`config.mk`:
```
export PLATFORM = sky130hd
export DESIGN_NAME = ppft_rot_cordic
export DESIGN_NICKNAME = d
export VERILOG_FILES = /design/src/rtl/ppft_pkg.sv /design/src/rtl/ppft_rot_cordic.sv
export SDC_FILE = /design/constraint.sdc
export NUM_CORES = 2
export LEC_CHECK = 0
export BUFFER_PORTS_ARGS = -buffer_cell sky130_fd_sc_hd__buf_2
export CAP_MARGIN = 5
export CORE_AREA = 2 2 474 476
export CTS_CLUSTER_DIAMETER = 100
export DETAILED_ROUTE_END_ITERATION = 16
export DIE_AREA = 0 0 476 478
export PLACE_DENSITY_LB_ADDON = 0.25
export SYNTH_ARGS = -nofsm -noshare
export SYNTH_HDL_FRONTEND = slang
export SYNTH_SLANG_ARGS = --single-unit
```
`constraint.sdc`:
```
create_clock -name clk -period 4.85 [get_ports clk]
set_input_delay 0 -clock clk [delete_from_list [all_inputs] [get_ports clk]]
set_output_delay 0 -clock clk [all_outputs]
set_load 0.005 [all_outputs]
```
`src/rtl/ppft_pkg.sv`:
```
// shared constants and types for the planar pose frame transform
`default_nettype none
package ppft_pkg;

    localparam int CORDIC_STAGES  = 16;
    localparam int ATAN_TABLE_LEN = 24;
    localparam int NUM_ITER = (CORDIC_STAGES > ATAN_TABLE_LEN) ? ATAN_TABLE_LEN : CORDIC_STAGES;

    localparam int POS_W     = 32;
    localparam int QUAT_W    = 16;
    localparam int ANGLE_W   = 16;
    localparam int CFG_IDX_W = 3;
    localparam int CFG_W     = 32;
    localparam int ROT_W     = 34;
    localparam int VEC_W     = 37;

    localparam logic [31:0] ATAN_TURNS [ATAN_TABLE_LEN] = '{
        32'h20000000, 32'h12E4051E, 32'h09FB385B, 32'h051111D4, 32'h028B0D43,
        32'h0145D7E1, 32'h00A2F61E, 32'h00517C55, 32'h0028BE53, 32'h00145F2F,
        32'h000A2F98, 32'h000517CC, 32'h00028BE6, 32'h000145F3, 32'h0000A2FA,
        32'h0000517D, 32'h000028BE, 32'h0000145F, 32'h00000A30, 32'h00000518,
        32'h0000028C, 32'h00000146, 32'h000000A3, 32'h00000051
    };

    localparam logic signed [ROT_W-1:0] CORDIC_GAIN_Q30 = 34'sd652032874;

    typedef enum logic [CFG_IDX_W-1:0] {
        REG_WORLD_OFFSET_X = 3'd0,
        REG_WORLD_OFFSET_Y = 3'd1,
        REG_WORLD_ROTATION = 3'd2,
        REG_MOUNT_OFFSET_X = 3'd3,
        REG_MOUNT_OFFSET_Y = 3'd4,
        REG_MOUNT_ROTATION = 3'd5
    } cfg_reg_t;

    typedef struct packed {
        logic signed [ROT_W-1:0] x;
        logic signed [ROT_W-1:0] y;
        logic signed [ROT_W-1:0] z;
        logic                    neg;
    } rot_state_t;

endpackage
`default_nettype wire

```
`src/rtl/ppft_rot_cordic.sv`:
```
// pipelined rotation-mode cordic giving clamped q2.30 sine and cosine
`default_nettype none
module ppft_rot_cordic (
    input  logic               clk,
    input  logic               en,
    input  logic [31:0]        angle,
    output logic signed [31:0] sin_q30,
    output logic signed [31:0] cos_q30
);
    import ppft_pkg::*;

    localparam logic signed [ROT_W-1:0] ONE_Q30  = 34'sh040000000;
    localparam logic signed [ROT_W-1:0] HALF_TRN = 34'sh080000000;

    rot_state_t         stage_reg [0:NUM_ITER];
    rot_state_t         pre_next;
    logic signed [31:0] sin_next;
    logic signed [31:0] cos_next;
    logic signed [31:0] sin_reg;
    logic signed [31:0] cos_reg;

    function automatic rot_state_t rot_iter(rot_state_t s, int sh, logic [31:0] at);
        rot_state_t              r;
        logic signed [ROT_W-1:0] xs;
        logic signed [ROT_W-1:0] ys;
        logic signed [ROT_W-1:0] ae;
        xs = s.x >>> sh;
        ys = s.y >>> sh;
        ae = $signed({2'b00, at});
        r  = s;
        if (!s.z[ROT_W-1])
        begin
            r.x = s.x - ys;
            r.y = s.y + xs;
            r.z = s.z - ae;
        end
        else
        begin
            r.x = s.x + ys;
            r.y = s.y - xs;
            r.z = s.z + ae;
        end
        return r;
    endfunction

    function automatic logic signed [31:0] clamp_q30(logic signed [ROT_W-1:0] v);
        logic signed [ROT_W-1:0] c;
        c = v;
        if (v > ONE_Q30)
        begin
            c = ONE_Q30;
        end
        else if (v < -ONE_Q30)
        begin
            c = -ONE_Q30;
        end
        return c[31:0];
    endfunction

    always_comb
    begin
        pre_next.x   = CORDIC_GAIN_Q30;
        pre_next.y   = '0;
        pre_next.z   = $signed({{2{angle[31]}}, angle});
        pre_next.neg = 1'b0;
        if (pre_next.z > ONE_Q30)
        begin
            pre_next.z   = pre_next.z - HALF_TRN;
            pre_next.neg = 1'b1;
        end
        else if (pre_next.z < -ONE_Q30)
        begin
            pre_next.z   = pre_next.z + HALF_TRN;
            pre_next.neg = 1'b1;
        end
    end

    always_comb
    begin
        if (stage_reg[NUM_ITER].neg)
        begin
            cos_next = clamp_q30(-stage_reg[NUM_ITER].x);
            sin_next = clamp_q30(-stage_reg[NUM_ITER].y);
        end
        else
        begin
            cos_next = clamp_q30(stage_reg[NUM_ITER].x);
            sin_next = clamp_q30(stage_reg[NUM_ITER].y);
        end
    end

    always_ff @(posedge clk)
    begin
        if (en)
        begin
            stage_reg[0] <= pre_next;
            sin_reg      <= sin_next;
            cos_reg      <= cos_next;
        end
    end

    for (genvar i = 0; i < NUM_ITER; i++)
    begin : g_iter
        always_ff @(posedge clk)
        begin
            if (en)
            begin
                stage_reg[i+1] <= rot_iter(stage_reg[i], i, ATAN_TURNS[i]);
            end
        end
    end

    assign sin_q30 = sin_reg;
    assign cos_q30 = cos_reg;

endmodule
`default_nettype wire

```
==> impl_metrics.env <==
export IMPL_syn2layout_area_growth_pct=10.69
export IMPL_grt_max_degree=185
export IMPL_coreArea_mm2=0.2232
export IMPL_ctsHtreeMaxLevel=4
export IMPL_syn_inst=13593
export IMPL_clkSinkCount=1585
export IMPL_crit_slowest_cell="edfxtp_1"
export IMPL_clk_path_buf_depth=3
export IMPL_path_depth=19
export IMPL_hold_path_depth=3
export IMPL_drv_cap=0
export IMPL_hold_path_class="in2reg"
export IMPL_cts_tree="done"
export IMPL_period_minus_slack_ns=4.703
export IMPL_crit_required_ns=5.44
export IMPL_slew_headroom=0.2580
export IMPL_drtAntennaViolNets=0
export IMPL_skew_ns=0.05724
export IMPL_grt_pass1_vias=103174
export IMPL_hpwl_um=273600
export IMPL_finalWirelength_um=349800
export IMPL_r2r_start="stage_reg[0][557]"
export IMPL_grt_pass1_wl_um=550200
export IMPL_drt_pass1_iter_count=8
export IMPL_ys_seq_area_frac=0.3649
export IMPL_die_h_um=478
export IMPL_drtIter0Drc=8290
export IMPL_num_nets_final=15627
export IMPL_arrival_ns=5.30
export IMPL_start_util=0.5845
export IMPL_critPathTopFamily="simple AND/OR/NAND/NOR gates"
export IMPL_dieArea_mm2=0.2275
export IMPL_port_buffers=97
export IMPL_worstPathCellList="nor3_1 > nor4bb_1 > buf_4 > nor3b_1 > buf_4 > and2_1 > nor2_1 > xor2_1 > ha_1 > and3_1 > and3_1 > nand4_1 > o211ai_1 > o21ai_0 > a211o_1 > o21ai_0 > buf_4 > a31oi_1 > xnor2_1"
export IMPL_worstMarginPinSlew_ns=1.113
export IMPL_fin_cells=17278
export IMPL_placed_cells=16876
export IMPL_gp_congestion=0.9984
export IMPL_num_vias=106928
export IMPL_worstRegToRegCells=19
export IMPL_numCtsBuffers=176
export IMPL_setup_viol=0
export IMPL_layout_drive_gt1_share=0.07562
export IMPL_clkLatencyLatePin_ns=0.85
export IMPL_synth_cell_area_mm2=0.1304
export IMPL_synthDistinctLibCells=93
export IMPL_crit_top_cell="buf_4"
export IMPL_hold_viol=0
export IMPL_ys_warn_count=0
export IMPL_period_share=0.9696
export IMPL_largest_reg_flops=1521
export IMPL_clkTransAtPathRegs_ns=0.06
export IMPL_synth_nets=15074
export IMPL_synth_avg_cell_area_um2=9.596
export IMPL_grt_overflow_total=0
export IMPL_fmax_ghz=0.2127
export IMPL_drc=0
export IMPL_startpoint_type="register"
export IMPL_finalMaxSlewViolations=0
export IMPL_critical_path_buf_inv_count=3
export IMPL_die_x_um=476
export IMPL_routed_via_density=6.189
export IMPL_final_cell_mix="1585 x edfxtp_1, 1499 x a21oi_1, 1401 x ha_1"
export IMPL_path_class="reg2reg"
export IMPL_core_rowCount=174
export IMPL_synth_seq_cells=1585
export IMPL_min_from="angle[30]"
export IMPL_status="complete, no violations"
export IMPL_synthArstFlopShare=0
export IMPL_path_max_fanout=5
export IMPL_io_pins=98
export IMPL_wl_per_cell_um=20.25
export IMPL_cp_startpoint="stage_reg[0][557]"
export IMPL_worstSetupEndpointType="register"
export IMPL_layout_commonest_cell="edfxtp_1"
export IMPL_slowest_delay_ns=0.46
export IMPL_track_usage=0.2984
export IMPL_yosys_most_used_dff="edfxtp_1"
export IMPL_synth_edf_count=1585
export IMPL_antenna_found_initial=3
export IMPL_cts_root_buf="clkbuf_16"
[final cells by class]
cell class	count	area, µm²
antenna	5	12.51
tap	2992	3744
inverter	579	2173
clock buffer	203	4506
multi-input combinational	11213	80590
timing repair buffer	591	4563
sequential	1585	47600
fill	17928	78770
clock inverter	110	1199
[per-stage QoR]
| step | hold slack [ns] | cell area [µm²] | utilization | setup TNS [ns] | worst slack [ns] |
|---|---|---|---|---|---|
| floorplan | 0.09887 | 130400 | - | 0 | 0.2232 |
| global placement | 0.1908 | 137100 | 0.6144 | -0.3346 | -0.1514 |
| finish | 0.1387 | 144400 | 0.6470 | 0 | 0.1475 |
| global route | 0.1174 | 144400 | 0.6470 | -0.2770 | -0.06127 |
| CTS | 0.06466 | 143500 | 0.6430 | 0 | 0.01088 |
| detailed placement | 0.1935 | 137100 | 0.6144 | -0.3462 | -0.1476 |
[Yosys cell counts (30+ instances only)]
cell type	count	area share
edfxtp_1	1585	0.36
a21oi_1	1511	0.058
ha_1	1402	0.13
nor2_1	1263	0.036
xnor2_1	1178	0.079
nand2_1	667	0.019
o21ai_0	637	0.024
xor2_1	627	0.042
a21o_1	593	0.034
inv_1	574	0.017
nor3_1	345	0.013
o21a_1	246	0.014
nand3_1	230	0.0088
nor2b_1	207	0.0099
nand2b_1	194	0.0093
a31oi_1	177	0.0085
clkbuf_1	170	0.0049
a211oi_1	140	0.0081
o21bai_1	140	0.0081
and3_1	132	0.0063
nor4_1	109	0.0052
nand4_1	103	0.0049
and2_1	89	0.0043
o31ai_1	87	0.0050
mux2i_1	80	0.0061
or3_1	80	0.0038
o211ai_1	74	0.0043
or2_2	57	0.0027
or4_1	54	0.0031
a21boi_0	49	0.0028
mux2_2	49	0.0042
o41ai_1	48	0.0032
fa_1	45	0.0069
a2111oi_0	38	0.0026
nor3b_1	37	0.0021
a211o_1	36	0.0024
a31o_2	32	0.0021
o31a_1	32	0.0021
buf_1	30	0.00086
[path summary, 6_finish.rpt]
| path | endpoint | slack, ns |
|---|---|---|
| hold reg to reg | stage_reg[0][1238] | 0.42 |
| setup / recovery | stage_reg[0][719] | 0.15 |
| hold / removal | stage_reg[0][0] | 0.14 |
| setup reg to reg | stage_reg[0][719] | 0.15 |
[repair_timing]
item | 4_1_cts | 5_1_grt
setup buffers | 0 | 19
hold endpoints to repair | 261 | 0
pin swaps | 0 | 17
endpoints found under the setup margin | 9 | 116
hold buffers | 65 | 0
gates resized for setup | 8 | 152
[tightest hold or removal path, stage by stage]
cell and delay, ns:
dlygate4sd3_1 0.52, buf_2 0.12, mux2i_1 0.13
[metal layers]
metal / wire, µm / vias up / track usage
li1: - / 51836 / -
met1: 149000 / 51056 / 0.3876
met2: 169400 / 3350 / 0.5137
met3: 18900 / 684 / 0.03327
met4: 12490 / 2 / 0.1042
met5: 13 / - / 0
[cells by family after synthesis]
group / share of synthesized area
XOR/XNOR: 0.1214
flip-flops: 0.3649
multiplexers: 0.01037
AO/OA/AOI/OAI: 0.2022
AND/OR/NAND/NOR: 0.1367
adder cells (fa/ha/maj): 0.1414
buffers and inverters: 0.02312
Power is left out: the tool's default activity adds up to more than one toggle a clock period on the data nets, which glitch-free logic cannot reach.
